===== src/design/lpse_pkg.sv =====
// Package for the LED pulse-slot encoder: widths, register indexes, job and status types,
// and the slot-pattern helper functions. Depends on nothing; every other file imports it.
`default_nettype none

package lpse_pkg;

    localparam int PIX_W         = 24;
    localparam int BYTE_W        = 8;
    localparam int SLOTS_PER_BIT = 6;
    localparam int SLOT_CNT_W    = 3;
    localparam int NIB_W         = 4;
    localparam int WORD_W        = NIB_W * SLOTS_PER_BIT;  // 24 slots = 3 bytes
    localparam int GROUPS        = PIX_W / NIB_W;          // 6 groups of 4 colour bits
    localparam int GRP_W         = $clog2(GROUPS);
    localparam int PH_W          = 2;

    localparam logic [PH_W-1:0] PH_HI  = 2'd0;
    localparam logic [PH_W-1:0] PH_MID = 2'd1;
    localparam logic [PH_W-1:0] PH_LO  = 2'd2;

    localparam int CFG_IDX_W = 2;
    localparam logic [CFG_IDX_W-1:0] REG_ZERO_HIGH = 2'd0;
    localparam logic [CFG_IDX_W-1:0] REG_ONE_HIGH  = 2'd1;

    localparam logic [SLOT_CNT_W-1:0] ZERO_HIGH_RST = 3'd2;
    localparam logic [SLOT_CNT_W-1:0] ONE_HIGH_RST  = 3'd4;

    localparam int QDEPTH = 2;
    localparam int QPTR_W = $clog2(QDEPTH);
    localparam int QCNT_W = $clog2(QDEPTH + 1);

    typedef struct packed {
        logic [PIX_W-1:0] grb;
        logic             first;
        logic             last;
    } t_job;

    typedef struct packed {
        logic [SLOT_CNT_W-1:0] zero_n;
        logic [SLOT_CNT_W-1:0] one_n;
    } t_slot_cfg;

    typedef struct packed {
        logic              valid;
        logic              full;
        logic [QCNT_W-1:0] count;
    } t_q_stat;

    // Red 23-16, green 15-8, blue 7-0 becomes green, red, blue.
    function automatic logic [PIX_W-1:0] reorder_grb(input logic [PIX_W-1:0] rgb);
        return {rgb[15:8], rgb[23:16], rgb[7:0]};
    endfunction

    // Values above the slot count saturate to all slots high.
    function automatic logic [SLOT_CNT_W-1:0] clamp_slots(input logic [SLOT_CNT_W-1:0] n);
        return (n > SLOT_CNT_W'(SLOTS_PER_BIT)) ? SLOT_CNT_W'(SLOTS_PER_BIT) : n;
    endfunction

    // Top n slots high, the rest low; n is already clamped.
    function automatic logic [SLOTS_PER_BIT-1:0] therm(input logic [SLOT_CNT_W-1:0] n);
        logic [SLOTS_PER_BIT-1:0] ones;
        ones = '1;
        return ~(ones >> n);
    endfunction

    // Slot pattern of four colour bits, the most significant one first.
    function automatic logic [WORD_W-1:0] slot_word(input logic [NIB_W-1:0] nib,
                                                    input t_slot_cfg cfg);
        logic [WORD_W-1:0] w;
        w = '0;
        for (int k = 0; k < NIB_W; k++) begin
            w[WORD_W-1-k*SLOTS_PER_BIT -: SLOTS_PER_BIT] =
                therm(nib[NIB_W-1-k] ? cfg.one_n : cfg.zero_n);
        end
        return w;
    endfunction

endpackage

`default_nettype wire


===== src/design/lpse_ifs.sv =====
// Handshake interfaces of the encoder: pixel input, configuration write and line-byte output.
// Depends on lpse_pkg for the field widths.
`default_nettype none

interface lpse_pix_if;
    import lpse_pkg::*;
    logic             valid;
    logic             ready;
    logic [PIX_W-1:0] pixel_color;
    logic             first_pixel;
    logic             last_pixel;
    modport source(output valid, pixel_color, first_pixel, last_pixel, input ready);
    modport sink(input valid, pixel_color, first_pixel, last_pixel, output ready);
endinterface

interface lpse_cfg_if;
    import lpse_pkg::*;
    logic                  valid;
    logic                  ready;
    logic [CFG_IDX_W-1:0]  index;
    logic [SLOT_CNT_W-1:0] data;
    modport source(output valid, index, data, input ready);
    modport sink(input valid, index, data, output ready);
endinterface

interface lpse_line_if;
    import lpse_pkg::*;
    logic              valid;
    logic              ready;
    logic [BYTE_W-1:0] line_byte;
    logic              pixel_done;
    logic              frame_done;
    modport source(output valid, line_byte, pixel_done, frame_done, input ready);
    modport sink(input valid, line_byte, pixel_done, frame_done, output ready);
endinterface

`default_nettype wire


===== src/design/lpse_front.sv =====
// Front end: accepts pixels while the job queue has room and turns them into GRB jobs.
// Depends on lpse_pkg and the pixel interface in lpse_ifs.
`default_nettype none

module lpse_front (
    lpse_pix_if.sink        i_pix,
    input  logic            i_q_full,
    output logic            o_push,
    output lpse_pkg::t_job  o_job
);
    import lpse_pkg::*;

    assign i_pix.ready = !i_q_full;
    assign o_push      = i_pix.valid && !i_q_full;

    always_comb begin
        o_job.grb   = reorder_grb(i_pix.pixel_color);
        o_job.first = i_pix.first_pixel;
        o_job.last  = i_pix.last_pixel;
    end

endmodule

`default_nettype wire


===== src/design/lpse_queue.sv =====
// Short job queue between the front end and the byte sequencer, held in flip-flops.
// Depends on lpse_pkg for the job and status types.
`default_nettype none

module lpse_queue (
    input  logic             i_clk,
    input  logic             i_rst_n,
    input  logic             i_push,
    input  lpse_pkg::t_job   i_job,
    input  logic             i_pop,
    output lpse_pkg::t_job   o_job,
    output lpse_pkg::t_q_stat o_stat
);
    import lpse_pkg::*;

    t_job              r_mem [QDEPTH];
    logic [QPTR_W-1:0] r_wptr, n_wptr;
    logic [QPTR_W-1:0] r_rptr, n_rptr;
    logic [QCNT_W-1:0] r_count, n_count;

    // Pointers wrap at the depth, which need not be a power of two.
    function automatic logic [QPTR_W-1:0] ptr_inc(input logic [QPTR_W-1:0] p);
        return (p == QPTR_W'(QDEPTH - 1)) ? '0 : p + 1'b1;
    endfunction

    always_comb begin
        n_wptr  = i_push ? ptr_inc(r_wptr) : r_wptr;
        n_rptr  = i_pop  ? ptr_inc(r_rptr) : r_rptr;
        n_count = r_count;
        if (i_push && !i_pop) begin
            n_count = r_count + 1'b1;
        end else if (!i_push && i_pop) begin
            n_count = r_count - 1'b1;
        end
    end

    always_ff @(posedge i_clk) begin
        if (!i_rst_n) begin
            r_wptr  <= '0;
            r_rptr  <= '0;
            r_count <= '0;
        end else begin
            r_wptr  <= n_wptr;
            r_rptr  <= n_rptr;
            r_count <= n_count;
        end
    end

    always_ff @(posedge i_clk) begin
        if (i_push) begin
            r_mem[r_wptr] <= i_job;
        end
    end

    assign o_job        = r_mem[r_rptr];
    assign o_stat.valid = (r_count != '0);
    assign o_stat.full  = (r_count == QCNT_W'(QDEPTH));
    assign o_stat.count = r_count;

endmodule

`default_nettype wire


===== src/design/lpse_back.sv =====
// Back end: walks one job through its optional lead byte and 18 slot bytes into the
// output register. Depends on lpse_pkg and the line interface in lpse_ifs.
`default_nettype none

module lpse_back (
    input  logic               i_clk,
    input  logic               i_rst_n,
    input  lpse_pkg::t_slot_cfg i_cfg,
    input  lpse_pkg::t_q_stat  i_q_stat,
    input  lpse_pkg::t_job     i_job,
    output logic               o_pop,
    lpse_line_if.source        o_line
);
    import lpse_pkg::*;

    logic              r_busy, n_busy;
    logic              r_lead, n_lead;
    logic              r_last, n_last;
    logic [PIX_W-1:0]  r_grb, n_grb;
    logic [PH_W-1:0]   r_phase, n_phase;
    logic [GRP_W-1:0]  r_grp, n_grp;

    logic              r_ovalid, n_ovalid;
    logic [BYTE_W-1:0] r_obyte, n_obyte;
    logic              r_opd, n_opd;
    logic              r_ofd, n_ofd;

    logic              adv;
    logic              emit;
    logic              emit_final;
    logic [WORD_W-1:0] word;
    logic [BYTE_W-1:0] slot_byte;

    assign adv        = !r_ovalid || o_line.ready;
    assign emit       = adv && r_busy;
    assign emit_final = emit && !r_lead && (r_phase == PH_LO)
                        && (r_grp == GRP_W'(GROUPS - 1));
    assign o_pop      = adv && i_q_stat.valid && (!r_busy || emit_final);

    assign word = slot_word(r_grb[PIX_W-1 -: NIB_W], i_cfg);

    always_comb begin
        case (r_phase)
            PH_HI:   slot_byte = word[WORD_W-1 -: BYTE_W];
            PH_MID:  slot_byte = word[WORD_W-1-BYTE_W -: BYTE_W];
            PH_LO:   slot_byte = word[BYTE_W-1:0];
            default: slot_byte = '0;
        endcase
    end

    always_comb begin
        n_busy   = r_busy;
        n_lead   = r_lead;
        n_last   = r_last;
        n_grb    = r_grb;
        n_phase  = r_phase;
        n_grp    = r_grp;
        n_ovalid = r_ovalid && !o_line.ready;
        n_obyte  = r_obyte;
        n_opd    = r_opd;
        n_ofd    = r_ofd;

        if (emit) begin
            n_ovalid = 1'b1;
            if (r_lead) begin
                n_obyte = '0;
                n_opd   = 1'b0;
                n_ofd   = 1'b0;
                n_lead  = 1'b0;
            end else begin
                n_obyte = slot_byte;
                n_opd   = emit_final;
                n_ofd   = emit_final && r_last;
                if (r_phase == PH_LO) begin
                    n_phase = PH_HI;
                    n_grp   = r_grp + 1'b1;
                    n_grb   = r_grb << NIB_W;
                end else begin
                    n_phase = r_phase + 1'b1;
                end
                if (emit_final) begin
                    n_busy = 1'b0;
                end
            end
        end

        if (o_pop) begin
            n_busy  = 1'b1;
            n_lead  = i_job.first;
            n_last  = i_job.last;
            n_grb   = i_job.grb;
            n_phase = PH_HI;
            n_grp   = '0;
        end
    end

    always_ff @(posedge i_clk) begin
        if (!i_rst_n) begin
            r_busy   <= 1'b0;
            r_ovalid <= 1'b0;
        end else begin
            r_busy   <= n_busy;
            r_ovalid <= n_ovalid;
        end
    end

    always_ff @(posedge i_clk) begin
        r_lead  <= n_lead;
        r_last  <= n_last;
        r_grb   <= n_grb;
        r_phase <= n_phase;
        r_grp   <= n_grp;
        r_obyte <= n_obyte;
        r_opd   <= n_opd;
        r_ofd   <= n_ofd;
    end

    assign o_line.valid      = r_ovalid;
    assign o_line.line_byte  = r_obyte;
    assign o_line.pixel_done = r_opd;
    assign o_line.frame_done = r_ofd;

endmodule

`default_nettype wire


===== src/design/led_pulse_slot_encoder.sv =====
// Top level of the LED pulse-slot encoder: configuration registers, front end, job queue
// and byte sequencer. Depends on lpse_pkg, lpse_ifs, lpse_front, lpse_queue and lpse_back.
//
//   Channel  Direction  Payload                                   Handshake
//   i_pix    in         pixel_color[23:0], first_pixel, last_pixel  valid/ready
//   i_cfg    in         index[1:0], data[2:0]                      valid/ready
//   o_line   out        line_byte[7:0], pixel_done, frame_done     valid/ready
//
// A pixel yields 18 bytes, 19 when it starts a frame, at one byte per cycle from the output
// register while o_line is ready. From acceptance, a pixel passes through the job queue
// and the back end's job registers before its first byte shows on o_line.
// Reset sets the slot counts to 2 and 4 and empties the queue and the output register.
// A stalled o_line holds its byte; the two-entry queue takes up to two more pixels
// meanwhile, after which i_pix drops ready until the back end pops a job.
`default_nettype none

module led_pulse_slot_encoder (
    input  logic         i_clk,
    input  logic         i_rst_n,
    lpse_pix_if.sink     i_pix,
    lpse_cfg_if.sink     i_cfg,
    lpse_line_if.source  o_line
);
    import lpse_pkg::*;

    t_slot_cfg r_cfg;
    t_job      push_job;
    t_job      head_job;
    t_q_stat   q_stat;
    logic      push;
    logic      pop;

    // Configuration registers. Counts above the slot count are stored saturated, which
    // gives the same patterns, and an index beyond the register list is ignored.
    assign i_cfg.ready = 1'b1;

    always_ff @(posedge i_clk) begin
        if (!i_rst_n) begin
            r_cfg.zero_n <= ZERO_HIGH_RST;
            r_cfg.one_n  <= ONE_HIGH_RST;
        end else if (i_cfg.valid) begin
            unique case (i_cfg.index)
                REG_ZERO_HIGH: r_cfg.zero_n <= clamp_slots(i_cfg.data);
                REG_ONE_HIGH:  r_cfg.one_n  <= clamp_slots(i_cfg.data);
                default: begin
                end
            endcase
        end
    end

    // The front end takes a pixel whenever the queue has a free entry.
    lpse_front u_front (
        .i_pix    (i_pix),
        .i_q_full (q_stat.full),
        .o_push   (push),
        .o_job    (push_job)
    );

    lpse_queue u_queue (
        .i_clk   (i_clk),
        .i_rst_n (i_rst_n),
        .i_push  (push),
        .i_job   (push_job),
        .i_pop   (pop),
        .o_job   (head_job),
        .o_stat  (q_stat)
    );

    // The back end pops the next job in the same cycle as it emits the final byte of the
    // current one, so consecutive pixels stream without a gap.
    lpse_back u_back (
        .i_clk    (i_clk),
        .i_rst_n  (i_rst_n),
        .i_cfg    (r_cfg),
        .i_q_stat (q_stat),
        .i_job    (head_job),
        .o_pop    (pop),
        .o_line   (o_line)
    );

`ifndef SYNTHESIS
    // The queue never holds more jobs than it has entries.
    a_q_bound: assert property (@(posedge i_clk) disable iff (!i_rst_n)
        q_stat.count <= QCNT_W'(QDEPTH))
        else $error("job queue count above depth");

    // A lone push grows the queue by exactly one entry.
    a_q_push: assert property (@(posedge i_clk) disable iff (!i_rst_n)
        (push && !pop) |=> (q_stat.count == $past(q_stat.count) + 1'b1))
        else $error("job queue count did not follow a push");

    // The back end only pops a job that is there.
    a_pop_valid: assert property (@(posedge i_clk) disable iff (!i_rst_n)
        pop |-> q_stat.valid)
        else $error("pop from an empty job queue");

    // The end of a frame is always the end of a pixel.
    a_frame_pixel: assert property (@(posedge i_clk) disable iff (!i_rst_n)
        (o_line.valid && o_line.frame_done) |-> o_line.pixel_done)
        else $error("frame end marked on a byte that does not end a pixel");
`endif

endmodule

`default_nettype wire

===== src/flat_wrapper.sv =====
// flat-port wrapper written by rule: the top's interface ports become plain ports
module led_pulse_slot_encoder_flat import lpse_pkg::*;
  (i_clk, i_rst_n, i_pix_valid, i_pix_pixel_color, i_pix_first_pixel, i_pix_last_pixel, i_pix_ready, i_cfg_valid, i_cfg_index, i_cfg_data, i_cfg_ready, o_line_valid, o_line_line_byte, o_line_pixel_done, o_line_frame_done, o_line_ready);
  lpse_pix_if i_pix_i ();
  lpse_cfg_if i_cfg_i ();
  lpse_line_if o_line_i ();
  input  logic i_clk;
  input  logic i_rst_n;
  input wire logic [$bits(i_pix_i.valid)-1:0] i_pix_valid;
  input wire logic [$bits(i_pix_i.pixel_color)-1:0] i_pix_pixel_color;
  input wire logic [$bits(i_pix_i.first_pixel)-1:0] i_pix_first_pixel;
  input wire logic [$bits(i_pix_i.last_pixel)-1:0] i_pix_last_pixel;
  output wire logic [$bits(i_pix_i.ready)-1:0] i_pix_ready;
  input wire logic [$bits(i_cfg_i.valid)-1:0] i_cfg_valid;
  input wire logic [$bits(i_cfg_i.index)-1:0] i_cfg_index;
  input wire logic [$bits(i_cfg_i.data)-1:0] i_cfg_data;
  output wire logic [$bits(i_cfg_i.ready)-1:0] i_cfg_ready;
  output wire logic [$bits(o_line_i.valid)-1:0] o_line_valid;
  output wire logic [$bits(o_line_i.line_byte)-1:0] o_line_line_byte;
  output wire logic [$bits(o_line_i.pixel_done)-1:0] o_line_pixel_done;
  output wire logic [$bits(o_line_i.frame_done)-1:0] o_line_frame_done;
  input wire logic [$bits(o_line_i.ready)-1:0] o_line_ready;
  assign i_pix_i.valid = i_pix_valid;
  assign i_pix_i.pixel_color = i_pix_pixel_color;
  assign i_pix_i.first_pixel = i_pix_first_pixel;
  assign i_pix_i.last_pixel = i_pix_last_pixel;
  assign i_pix_ready = i_pix_i.ready;
  assign i_cfg_i.valid = i_cfg_valid;
  assign i_cfg_i.index = i_cfg_index;
  assign i_cfg_i.data = i_cfg_data;
  assign i_cfg_ready = i_cfg_i.ready;
  assign o_line_valid = o_line_i.valid;
  assign o_line_line_byte = o_line_i.line_byte;
  assign o_line_pixel_done = o_line_i.pixel_done;
  assign o_line_frame_done = o_line_i.frame_done;
  assign o_line_i.ready = o_line_ready;
  led_pulse_slot_encoder u_core (.i_clk(i_clk), .i_rst_n(i_rst_n), .i_pix(i_pix_i), .i_cfg(i_cfg_i), .o_line(o_line_i));
endmodule

===== config.mk =====
export PLATFORM = sky130hd
export DESIGN_NAME = led_pulse_slot_encoder_flat
export DESIGN_NICKNAME = d
export VERILOG_FILES = /design/src/design/lpse_pkg.sv /design/src/design/lpse_ifs.sv /design/src/design/lpse_front.sv /design/src/design/lpse_queue.sv /design/src/design/lpse_back.sv /design/src/design/led_pulse_slot_encoder.sv /design/src/flat_wrapper.sv
export SDC_FILE = /design/constraint.sdc
export NUM_CORES = 1
export LEC_CHECK = 0
export ABC_AREA = 1
export BUFFER_PORTS_ARGS = -buffer_cell sky130_fd_sc_hd__buf_2
export CORE_MARGIN = 3
export CORE_UTILIZATION = 50
export DETAILED_ROUTE_END_ITERATION = 10
export GPL_TIMING_DRIVEN = 0
export PLACE_DENSITY = 0.7
export SETUP_SLACK_MARGIN = 0.4
export SKIP_LAST_GASP = 1
export SYNTH_ARGS = -nofsm -noshare
export SYNTH_HDL_FRONTEND = slang
export SYNTH_SLANG_ARGS = --single-unit

===== constraint.sdc =====
create_clock -name i_clk -period 6.4 [get_ports i_clk]
set_clock_uncertainty 0.2 [all_clocks]
set_input_delay 0.64 -clock i_clk [delete_from_list [all_inputs] [get_ports i_clk]]
set_output_delay 0.64 -clock i_clk [all_outputs]
set_load 0.01 [all_outputs]

# After elaboration in Yosys (flattened, before gate mapping)
# Memory sizes are Yosys's and may differ from the RTL's. A register that Yosys moved wholly into a read port is not among the register bits.
# Cells that the tools add are included.
totals:
  ff_bits: 53
  latchBits: 0
  ram_bits: 52
  rom_bits: 0
  in_bits: 36
  output_inout_bits: 13
  n_memories: 1
op_classes:
  n_addsub: 6
  n_mul: 0
  div_mod_pow: 0
  n_lt_le_gt_ge: 1
  eq_ne: 6
  shifts: 4
  mux: 26
  bitwise_logic: 5
  reduce_logical: 33
memory_table:
  columns: ["name", "words", "width", "read_ports", "rd_clocked_by_memory_dff", "write_ports", "line", "rtl"]
  rows:
  - ["u_core.u_queue.r_mem", 2, 26, 1, 1, 1, "lpse_queue.sv:16", "t_job r_mem [QDEPTH];"]
op_table:
  columns: ["op", "count"]
  rows:
  - ["24-bit two-way mux", 4]
  - ["6-bit inverter", 4]
  - ["8-bit one-hot mux with 3 select lines", 1]
  - ["6-bit by 3-bit >> shifter with 6-bit output, first input constant", 4]
  - ["3-bit two-way mux", 5]
  - ["1-bit two-way mux", 13]
  - ["1-bit logical AND", 11]
  - ["2-bit nonzero test", 5]
  - ["3-bit AND reduction", 3]
  - ["1-bit zero test", 7]
  - ["2-bit two-way mux", 3]
  - ["2-bit AND reduction", 3]
  - ["2-bit by 1-bit adder with 2-bit output, second input constant", 2]
  - ["2-bit by 1-bit equality test with 1-bit output, second input constant", 2]
  - ["2-bit equality test, second input constant", 2]
  - ["2-bit zero test", 2]
  - ["3-bit by 1-bit adder with 3-bit output, second input constant", 1]
  - ["3-bit equality test, second input constant", 1]
  - ["3-bit greater-than comparator, second input constant", 1]
  - ["1-bit adder, second input constant", 2]
  - ["1-bit logical OR", 2]
  - ["2-bit by 1-bit != test with 1-bit output, second input constant", 1]
  - ["2-bit by 1-bit subtractor with 2-bit output, second input constant", 1]
  - ["1-bit inverter", 1]

# Longest topological paths before layout
# Gate-level depths: netlist of the first run.
logic_depth:
  depth_word: 11
  depth_mapped: 13
  mapped_depth_nobuf: 12

# Hierarchy
# Synthesis of the first run repeated with hierarchy kept, for this count alone.
hier_totals:
  hier_cells: 475
  area_unflattened_um2: 4987.3
modules_own_cells:
  columns: ["mod", "instances", "cells_per_inst", "area_each_um2"]
  rows:
  - ["lpse_back", 1, 291, 2301.0]
  - ["lpse_queue", 1, 116, 2208.4]
  - ["led_pulse_slot_encoder", 1, 39, 269.0]
  - ["lpse_front", 1, 29, 209.0]

# Worst setup path after synthesis of the first run
# No wires, ideal clock.
synth_timing:
  kind: "input to register"
  from: "input o_line_ready"
  to: "register u_core.u_back.r_grb[0], enable pin"
  setup_ps: 381
  arrival_time_ps: 1994
  t_required_ps: 5819
  setup_slack_ps: 3825
  stages: 7
  path_cell_list: "inv_1 a21oi_4 nand4_4 nand2_2 nand2_4 buf_6 nand2_1"
synth_between:
  elab_chain_len: 9
  word_cells_on_any_way: 12
  classes_between: "eq/ne: 1; reduce/logical: 11"
synth_lines:
  columns: ["item", "line", "rtl"]
  rows:
  - ["start, declared", "flat_wrapper.sv:22", "input wire logic [$bits(o_line_i.ready)-1:0] o_line_ready;"]
  - ["1-bit logical OR (*)", "lpse_back.sv:34", "assign adv = !r_ovalid || o_line.ready;"]
  - ["1-bit logical AND", "lpse_back.sv:35", "assign emit = adv && r_busy;"]
  - ["1-bit logical AND (2 in a row)", "lpse_back.sv:36", "assign emit_final = emit && !r_lead && (r_phase == PH_LO)"]
  - ["1-bit logical AND", "lpse_back.sv:37", "&& (r_grp == GRP_W'(GROUPS - 1));"]
  - ["1-bit logical OR", "lpse_back.sv:38", "assign o_pop = adv && i_q_stat.valid && (!r_busy || emit_final);"]
  - ["1-bit logical AND", "lpse_back.sv:38", null]
  - ["2-bit by 1-bit != test with 1-bit output (no source line) / 2-bit nonzero test (equally long branches)", null, null]
  - ["3-bit AND reduction (no source line) (*)", null, null]
  - ["end signal, assigned", "lpse_back.sv:110", "r_grb <= n_grb;"]
  - ["end, declared", "lpse_back.sv:19", "logic [PIX_W-1:0] r_grb, n_grb;"]
# Mark *: on every way between the ends. The rest lies on a longest branch, timed or not.
# A chain may end at the register's enable or synchronous reset.

# Worst setup path in the final report of the first run
layout_timing:
  from: "register u_core.u_back.r_busy"
  to: "register u_core.u_back.r_grb[22], enable pin"
layout_between:
  elab_chain_len: 8
  word_cells_on_any_way: 11
  classes_between: "eq/ne: 1; reduce/logical: 10"
layout_lines:
  columns: ["item", "line", "rtl"]
  rows:
  - ["start, declared", "lpse_back.sv:16", "logic r_busy, n_busy;"]
  - ["start signal, assigned", "lpse_back.sv:102", "r_busy <= n_busy;"]
  - ["1-bit logical AND", "lpse_back.sv:35", null]
  - ["1-bit logical AND (2 in a row)", "lpse_back.sv:36", null]
  - ["1-bit logical AND", "lpse_back.sv:37", null]
  - ["1-bit logical OR", "lpse_back.sv:38", null]
  - ["1-bit logical AND", "lpse_back.sv:38", null]
  - ["2-bit by 1-bit != test with 1-bit output (no source line) / 2-bit nonzero test (equally long branches)", null, null]
  - ["3-bit AND reduction (no source line) (*)", null, null]
# Marked as above.

==> results of run 1 <==
==> cells in the final DEF (no fill, tap or decap), types with 2 or more instances in the layout <==
cell type	n
inv_8	3
a21boi_0	2
dfxtp_1	18
nand3_1	6
nor2_2	2
buf_4	2
buf_2	48
a21oi_1	14
buf_6	5
a21oi_2	5
o21ai_2	20
nand2_1	83
ha_1	3
nand2_2	3
nor2_1	17
nor3_1	4
mux2i_1	20
xor2_1	2
inv_1	35
o21ai_1	2
edfxtp_1	88
inv_6	2
inv_2	2
nor2_4	2
o211ai_1	3
o21ai_0	24
clkbuf_8	9
==> cell usage after synthesis, drive strengths merged <==
master  count  area, um2
nor2       21      88.84
o21ai      46      305.3
ha          3      37.54
nand4       2      27.53
a21oi      20      130.1
inv        38      145.1
nand3       7      40.04
and2        1      6.260
o211ai      3      22.52
edfxtp     88       2643
clkbuf      1      3.750
conb        1      3.750
nor3        4      20.02
a21boi      2      15.01
nand2      87      341.6
xor2        2      17.52
a31o        1      8.760
dfxtp      18      360.4
mux2i      20      200.2
buf         9      81.32
==> metrics by stage <==
step | power (mW) | setup WS [ps] | cell area (um2) | hold slack [ps]
floorplan | 1.721 | 3825 | 4498 | 248.5
global placement | 1.904 | 3131 | 4860 | 266.9
detailed placement | 1.937 | 3311 | 4897 | 300.2
CTS | 2.331 | 3637 | 5089 | 230.3
global route | 2.462 | 3485 | 5089 | 225.4
finish | 2.308 | 3697 | 5089 | 252.1
==> power by group through the flow <==
stage	logic, mW	clock network (mW)	registers, mW
after floorplan	0.614	0	1.11
after global placement	0.798	0	1.11
after detailed placement	0.827	0	1.11
after CTS	0.832	0.404	1.10
after global routing	0.919	0.428	1.11
final	0.821	0.393	1.09
==> registers in the layout, indices dropped and copies added, names as in the netlist, 2 cells and up, named ones only <==
| signal | flops |
|---|---|
| u_core.u_back.r_phase | 2 |
| u_core.u_back.o_line.line_byte | 8 |
| u_core.u_queue.r_count | 2 |
| u_core.r_cfg | 6 |
| u_core.u_back.r_grp | 3 |
| u_core.u_back.r_grb | 24 |
| u_core.u_queue.r_mem | 52 |
==> metal layers <==
| metal | routed length [um] | GRT usage |
|---|---|---|
| met1 | 3125 | 0.1868 |
| met2 | 3663 | 0.2623 |
| met3 | 437 | 0.04637 |
| met4 | 121 | 0.05492 |
| met5 | 0 | 0 |
==> critical path: stages, from the launching register on <==
cell and delay (ps):
dfxtp_1 390, inv_1 100, a21oi_4 340, nand4_4 150, nand2_2 120, nand2_4 90
buf_6 170, nand2_1 760
==> cell families after synthesis <==
| family | count (synthesis) | synth area share |
|---|---|---|
| buf+inv | 48 | 0.05118 |
| compound gates | 72 | 0.1071 |
| simple gates | 122 | 0.1166 |
| xor+xnor | 2 | 0.003895 |
| mux | 20 | 0.04451 |
| other cells | 1 | 0.0008337 |
| flops | 106 | 0.6676 |
| fa+ha+maj | 3 | 0.008346 |
==> path summary, 6_finish.rpt <==
path	slack, ps	startpoint	to
max	3700	u_core.u_back.r_busy$_SDFFE_PN0P_	u_core.u_back.r_grb[22]$_DFFE_PP_
min	250	i_pix_pixel_color[7]	u_core.u_queue.r_mem[1][9]$_DFFE_PP_
max reg2reg	3700	u_core.u_back.r_busy$_SDFFE_PN0P_	u_core.u_back.r_grb[22]$_DFFE_PP_
min reg2reg	310	u_core.u_back.r_phase[0]$_SDFFE_PP0N_	u_core.u_back.r_phase[0]$_SDFFE_PP0N_
==> final cells by class <==
type	instances	area [um2]
Buffer	10	85.08
Clock buffer	9	123.9
Clock inverter	7	67.56
Fill cell	701	3376
Inverter	38	145.1
Multi-Input combinational cell	220	1275
Sequential cell	106	3003
Tap cell	105	131.4
Timing Repair Buffer	47	257.7
==> impl_metrics.json, run 1 <==
{
  "layout-drive-gt1-share": 0.2563,
  "drc": 0,
  "drv_slew": 0,
  "status": "completed",
  "ant_nets": 0,
  "syn_avg_cell_area_um2": 12.03,
  "switching_share": 0.3637,
  "synth_seq_area_share": 0.6676,
  "tightestPinTransition_ps": 1034,
  "start_util": 0.5314,
  "post_cts_buffers": 0,
  "vias": 2801,
  "cts-buffers-inserted": 9,
  "numPortBuffers": 46,
  "arrival_ps": 2500,
  "path_clk_slew_ps": 110,
  "grt_pass1_wl_um": 12160,
  "first_pass_iters": 4,
  "drt-wirelength-per-cell_um": 13.56,
  "setup_tns_ps": 0,
  "via_per_inst": 5.168,
  "end_kind": "flop",
  "die_y_um": 100.8,
  "dp_cells": 526,
  "die_area_mm2": 0.01017,
  "hold_depth": 1,
  "cts_tree": "done",
  "crit_required_ps": 6190,
  "min_period_over_period": 0.4223,
  "peakVddDrop_uv": 197.8,
  "powerDensity_mw_per_mm2": 453.6,
  "insertion_delay_ps": 370,
  "cap_violations": 0,
  "antenna_found_initial": 0,
  "power.leakage_nw": 2.035,
  "synth-seq-cells": 106,
  "reg2regPathDepth": 7,
  "grt_usage": 0.1545,
  "drt_iter0_markers": 103,
  "routabilityCongestion": 0.7599,
  "clockBufferDepth": 2,
  "pwr-share-clk": 0.170,
  "instances_no_fill": 542,
  "post_cts_resized": 0,
  "power_frac_seq": 0.474,
  "relSlewSlack": 0.3092,
  "path_max_fanout": 24,
  "path_class": "flop to flop",
  "hold_violations": 0,
  "ys_warn_count": 0,
  "clock-sinks": 106,
  "grt.overflow.total": 0,
  "die-width_um": 100.8,
  "grt_setup_unrepaired": "no",
  "finalNetCount": 471,
  "postSynthCellCount": 374,
  "insertedDiodeCount": 0,
  "p_switching_uw": 839.3,
  "setup_viol": 0,
  "fin_util": 0.6012,
  "yosysUniqueCellTypes": 34,
  "pwr-share-comb": 0.356,
  "cts_root_buf": "clkbuf_8",
  "core_area_mm2": 0.008464,
  "syn-num-nets": 413,
  "drt_wl_total_um": 7348,
  "synth_area_mm2": 0.004498,
  "htree_levels": 3,
  "grt_pass1_vias": 2718,
  "pin_count": 49,
  "cts.hold.buffers_added": 0,
  "grt_max_degree": 28,
  "fmax_ghz": 0.3700,
  "startpoint_type": "flop",
  "layout_min_cycle_time_ps": 2703,
  "internal_power_mw": 1.469,
  "num_rows": 33,
  "dp_hpwl_um": 5249,
  "syn_to_final_growth_pct": 13.13,
  "hold_class": "primary input to flop"
}
No activity file was read; power rests on OpenSTA's default activity.
==> run 2, diff against run 1 <==
==> constraint.sdc (replaced) <==
create_clock -name i_clk -period 2.78 [get_ports i_clk]
set_clock_uncertainty 0.2 [all_clocks]
set_input_delay 0.278 -clock i_clk [delete_from_list [all_inputs] [get_ports i_clk]]
set_output_delay 0.278 -clock i_clk [all_outputs]
set_load 0.01 [all_outputs]
==> impl_metrics.json, run 2 (synthesized netlist as in run 1, its figures left out) <==
{
  "drt-met1-wl_um": 3402,
  "met3RoutedLength_um": 420,
  "arrival_ps": 2300,
  "status": "completed",
  "hold_class": "primary input to flop",
  "critPathBufInv": 3,
  "cap_violations": 0,
  "startpoint_type": "flop",
  "die_area_mm2": 0.01017,
  "die-width_um": 100.8,
  "via_per_inst": 5.117,
  "dp_hpwl_um": 5249,
  "crit_required_ps": 2830,
  "drt-wirelength-per-cell_um": 13.80,
  "cpPeakStageDelay_ps": 370,
  "htree_levels": 3,
  "insertion_delay_ps": 370,
  "min_period_over_period": 0.8072,
  "layout_min_cycle_time_ps": 2244,
  "met2WireLength_um": 3955,
  "die_y_um": 100.8,
  "num_rows": 33,
  "final_common_cell": "edfxtp_1",
  "cts_tree": "done",
  "grt_usage": 0.1664,
  "path_max_fanout": 10,
  "ant_nets": 0,
  "placed_area_mm2": 0.004897,
  "drt_wl_total_um": 7878,
  "power_mw": 5.367,
  "clockBufferDepth": 2,
  "hold_violations": 0,
  "tightestPinTransition_ps": 790.4,
  "drc": 0,
  "final_cell_mix": "edfxtp_1, nand2_1, buf_2",
  "grt_max_degree": 28,
  "crit_family": "compound AO/OA/AOI/OAI gates",
  "fillCellCount": 659,
  "syn_to_final_growth_pct": 19.61,
  "grt_setup_unrepaired": "no",
  "first_pass_iters": 5,
  "pin_count": 49,
  "vias": 2922,
  "grt_pass1_vias": 2906,
  "fmax_ghz": 0.4456,
  "end_kind": "flop",
  "relSlewSlack": 0.4718,
  "instances_no_fill": 571,
  "clock-sinks": 106,
  "finalNetCount": 500,
  "core_area_mm2": 0.008464,
  "worst_path_max_delay_cell": "dfxtp_1",
  "top_layer": "met4",
  "drt_iter0_markers": 112,
  "start_util": 0.5314,
  "antenna_found_initial": 0,
  "path_class": "flop to flop",
  "power.leakage_nw": 2.157,
  "setup_tns_ps": 0,
  "post-route-cell-area_mm2": 0.005380,
  "path_clk_slew_ps": 100,
  "layout-drive-gt1-share": 0.2468,
  "cp_cell_sequence": "inv_1 -> ha_1 -> nand2_1 -> inv_1 -> nand4_4 -> nand2_2 -> nand2_4 -> buf_6 -> ha_1 -> a21oi_1 -> o21ai_0 -> o21ai_0 -> a21oi_1",
  "setup_viol": 0,
  "cts_root_buf": "clkbuf_8",
  "numPortBuffers": 46,
  "dp_cells": 526,
  "peakVddDrop_uv": 461.7,
  "regMostFlops": "u_core.u_queue.r_mem",
  "routabilityCongestion": 0.7599,
  "insertedDiodeCount": 0,
  "powerDensity_mw_per_mm2": 997.5,
  "cts-buffers-inserted": 9,
  "largest_reg_flops": 52,
  "hold_slack_ps": 53.77,
  "grt.overflow.total": 0,
  "grt_pass1_wl_um": 13030,
  "drv_slew": 0
}
run 2: repair_timing:
item / in CTS / in global routing
buffers inserted: 1 / 0
resized for setup: 1 / 1
hold endpoints to repair: 54 / 0
setup endpoints to repair: 25 / 1
hold buffers: 28 / 0
run 2: worst paths after layout:
| check | slack [ps] | end | cells after the start | from |
|---|---|---|---|---|
| worst max-delay path | 540 | u_core.u_queue.r_count[1]$_SDFFE_PN0P_ | 13 | u_core.u_back.r_grp[1]$_SDFFE_PP0P_ |
| worst min-delay path | 50 | u_core.u_back.o_line.valid$_SDFF_PN0_ | 4 | o_line_ready |
| worst max register to register | 540 | u_core.u_queue.r_count[1]$_SDFFE_PN0P_ | 13 | u_core.u_back.r_grp[1]$_SDFFE_PP0P_ |
| worst min register to register | 310 | u_core.u_back.r_phase[0]$_SDFFE_PP0N_ | 2 | u_core.u_back.r_phase[0]$_SDFFE_PP0N_ |
run 2: cell type report:
type / count / area (um2) / area share
Sequential cell: 106 / 3004 / 0.5584
Multi-Input combinational cell: 220 / 1277 / 0.2374
Timing Repair Buffer: 76 / 545.5 / 0.1014
Inverter: 38 / 145.1 / 0.02698
Tap cell: 105 / 131.4 / 0.02442
Clock buffer: 9 / 123.9 / 0.02302
Buffer: 10 / 85.08 / 0.01581
Clock inverter: 7 / 67.56 / 0.01256
run 2: stage by stage:
step                  util  setup WS (ps)
floorplan                -          418.3
global placement    0.5741         -255.5
detailed placement  0.5786          33.60
CTS                 0.6355          496.1
global route        0.6356          411.6
finish              0.6356          536.1
run 2: report_power, final:
| part | total, mW | internal, mW | switching (mW) |
|---|---|---|---|
| Sequential | 2.52 | 2.34 | 0.179 |
| Clock | 0.912 | 0.353 | 0.559 |
| Combinational | 1.94 | 0.718 | 1.22 |
| Total | 5.37 | 3.41 | 1.96 |
run 2: worst min-delay path, cell delays in order:
cell and delay, ps:
buf_2 70, inv_1 60, nand2_1 100, a21oi_1 60
run 2: per-layer routing:
metal,vias to the layer above,track usage
li1,1469,-
met5,-,0
met2,72,0.2906
met4,0,0.05492
met1,1370,0.1978
met3,11,0.04637
==> run 3, diff against run 2 <==
==> constraint.sdc (replaced) <==
create_clock -name i_clk -period 2.1 [get_ports i_clk]
set_clock_uncertainty 0.2 [all_clocks]
set_input_delay 0.21 -clock i_clk [delete_from_list [all_inputs] [get_ports i_clk]]
set_output_delay 0.21 -clock i_clk [all_outputs]
set_load 0.01 [all_outputs]
==> impl_metrics.json, run 3 (synthesized netlist as in run 1, its figures left out) <==
{
  "status": "completed",
  "syn_to_final_growth_pct": 31.99,
  "routabilityCongestion": 0.7579,
  "vias": 3089,
  "drc": 0,
  "antenna_found_initial": 0,
  "die_area_mm2": 0.01017,
  "path_clk_slew_ps": 110,
  "clock-sinks": 106,
  "pre_cts_ws_ps": -128.5,
  "first_pass_iters": 4,
  "dp_hpwl_um": 5140,
  "rr_endpoint": "u_core.u_queue.r_count[1]$_SDFFE_PN0P_",
  "min_period_over_period": 0.9387,
  "placed_area_mm2": 0.004920,
  "startpoint_type": "flop",
  "path_class": "flop to flop",
  "finalNetCount": 529,
  "hold_class": "primary input to flop",
  "die-width_um": 100.8,
  "grt_pass1_wl_um": 13280,
  "grt_pass1_vias": 2938,
  "grt.overflow.total": 0,
  "die_y_um": 100.8,
  "peakVddDrop_uv": 730.3,
  "htree_levels": 3,
  "layout-drive-gt1-share": 0.3758,
  "grt_usage": 0.1682,
  "fillCellCount": 560,
  "reg2reg_from": "u_core.u_back.r_grp[0]$_SDFFE_PP0P_",
  "hold_violations": 0,
  "power.leakage_nw": 2.380,
  "r2r_setup_slack_ps": 130,
  "layout_setup_ws_ps": 128.7,
  "start_util": 0.5314,
  "powerDensity_mw_per_mm2": 1382,
  "regArea_mm2": 0.003010,
  "drv_slew": 0,
  "layout_min_cycle_time_ps": 1971,
  "grt_setup_unrepaired": "yes",
  "hold_depth": 2,
  "post-route-cell-area_mm2": 0.005937,
  "num_rows": 33,
  "grt_max_degree": 28,
  "tightestPinTransition_ps": 653.7,
  "insertion_delay_ps": 360,
  "drt-wirelength-per-cell_um": 14.57,
  "regMostFlops": "u_core.u_queue.r_mem",
  "hold_end": "u_core.r_cfg[2]$_SDFFE_PN1P_",
  "clockBufferDepth": 2,
  "final_cell_mix": "edfxtp_1, nand2_1, buf_2",
  "crit_required_ps": 2150,
  "core_area_mm2": 0.008464,
  "fin_util": 0.7014,
  "pin_count": 49,
  "cap_violations": 0,
  "path_max_fanout": 6,
  "drt_wl_total_um": 8743,
  "drt_iter0_markers": 162,
  "min_from": "i_rst_n",
  "hold_slack_ps": 61.12,
  "relSlewSlack": 0.5637,
  "cts_tree": "done",
  "end_kind": "flop",
  "ant_nets": 0,
  "cts_root_buf": "clkbuf_8",
  "setup_viol": 0,
  "final_common_cell": "edfxtp_1",
  "largest_reg_flops": 52,
  "numPortBuffers": 46,
  "reg2regPathDepth": 12,
  "via_per_inst": 5.148,
  "arrival_ps": 2020,
  "insertedDiodeCount": 0,
  "cts-buffers-inserted": 9,
  "multiInputGateArea_mm2": 0.001469,
  "fmax_ghz": 0.5073
}
==> run 3: cell count changes in the layout (fill, tap and decap cells not counted), sizes merged <==
cell / before / now
nor2: 21 / 23
dlygate4sd3: 28 / 32
buf: 57 / 77
inv: 43 / 41
clkinv: 1 / 2
bufinv: 0 / 1
clkbuf: 10 / 13
==> run 3: layout make-up <==
type	count	area share
Buffer	10	0.01939
Timing Repair Buffer	103	0.1423
Clock inverter	7	0.01581
Tap cell	105	0.02213
Sequential cell	106	0.5071
Clock buffer	9	0.02086
Inverter	38	0.02508
Multi-Input combinational cell	222	0.2474
==> run 3: worst max-delay path by stage <==
stage,from,endpoint,slack (ps),cells after the start
2_1_floorplan,u_core.u_back.r_busy$_SDFFE_PN0P_,u_core.u_queue.r_count[1]$_SDFFE_PN0P_,90,11
3_3_place_gp,o_line_ready,u_core.u_queue.r_count[1]$_SDFFE_PN0P_,-70,12
3_5_place_dp,o_line_ready,u_core.u_queue.r_count[1]$_SDFFE_PN0P_,-130,12
4_1_cts,u_core.u_queue.r_count[0]$_SDFFE_PN0P_,u_core.u_queue.r_mem[1][18]$_DFFE_PP_,180,4
5_1_grt,u_core.u_back.r_grp[0]$_SDFFE_PP0P_,u_core.u_queue.r_count[1]$_SDFFE_PN0P_,50,12
6_report,u_core.u_back.r_grp[0]$_SDFFE_PP0P_,u_core.u_queue.r_count[1]$_SDFFE_PN0P_,130,12
==> run 3: through the flow <==
step | setup TNS (ps) | instances | total power, mW
3_5_place_dp | -830.6 | 525 | 5.977
4_1_cts | 0 | 583 | 7.525
5_1_grt | 0 | 600 | 8.709
3_3_place_gp | -257.3 | 525 | 5.897
6_report | 0 | 600 | 8.207
2_1_floorplan | 0 | 374 | 5.345
==> run 3: what timing repair did <==
action	CTS	global route
cloned	0	5
hold buffers	32	0
hold endpoints to repair	57	0
gates resized for setup	17	50
pin swaps	4	11
endpoints found under the setup margin	115	113
buffers inserted	10	12
==> run 3: report_power, final <==
part,total [mW],switching (mW),internal (mW)
registers,3.42,0.308,3.11
logic,3.46,1.92,1.54
clock network,1.33,0.740,0.589
total,8.21,2.97,5.24
==> run 3: critical path, stage by stage, from the launching register on <==
cell and delay, ps:
dfxtp_2 370, ha_4 130, nand2_2 50, inv_2 70, nand4_4 90, nand2_4 110, nand2_4 60, buf_12 140
ha_4 240, a21oi_2 110, o21ai_2 80, o21ai_1 150, a21oi_1 60
==> run 3: layer usage <==
metal | part of all wire | track usage | vias up
met3 | 0.050 | 0.04360 | 13
li1 | - | - | 1528
met2 | 0.52 | 0.2906 | 83
met1 | 0.42 | 0.2054 | 1465
met5 | 0 | 0 | -
met4 | 0.018 | 0.05492 | 0
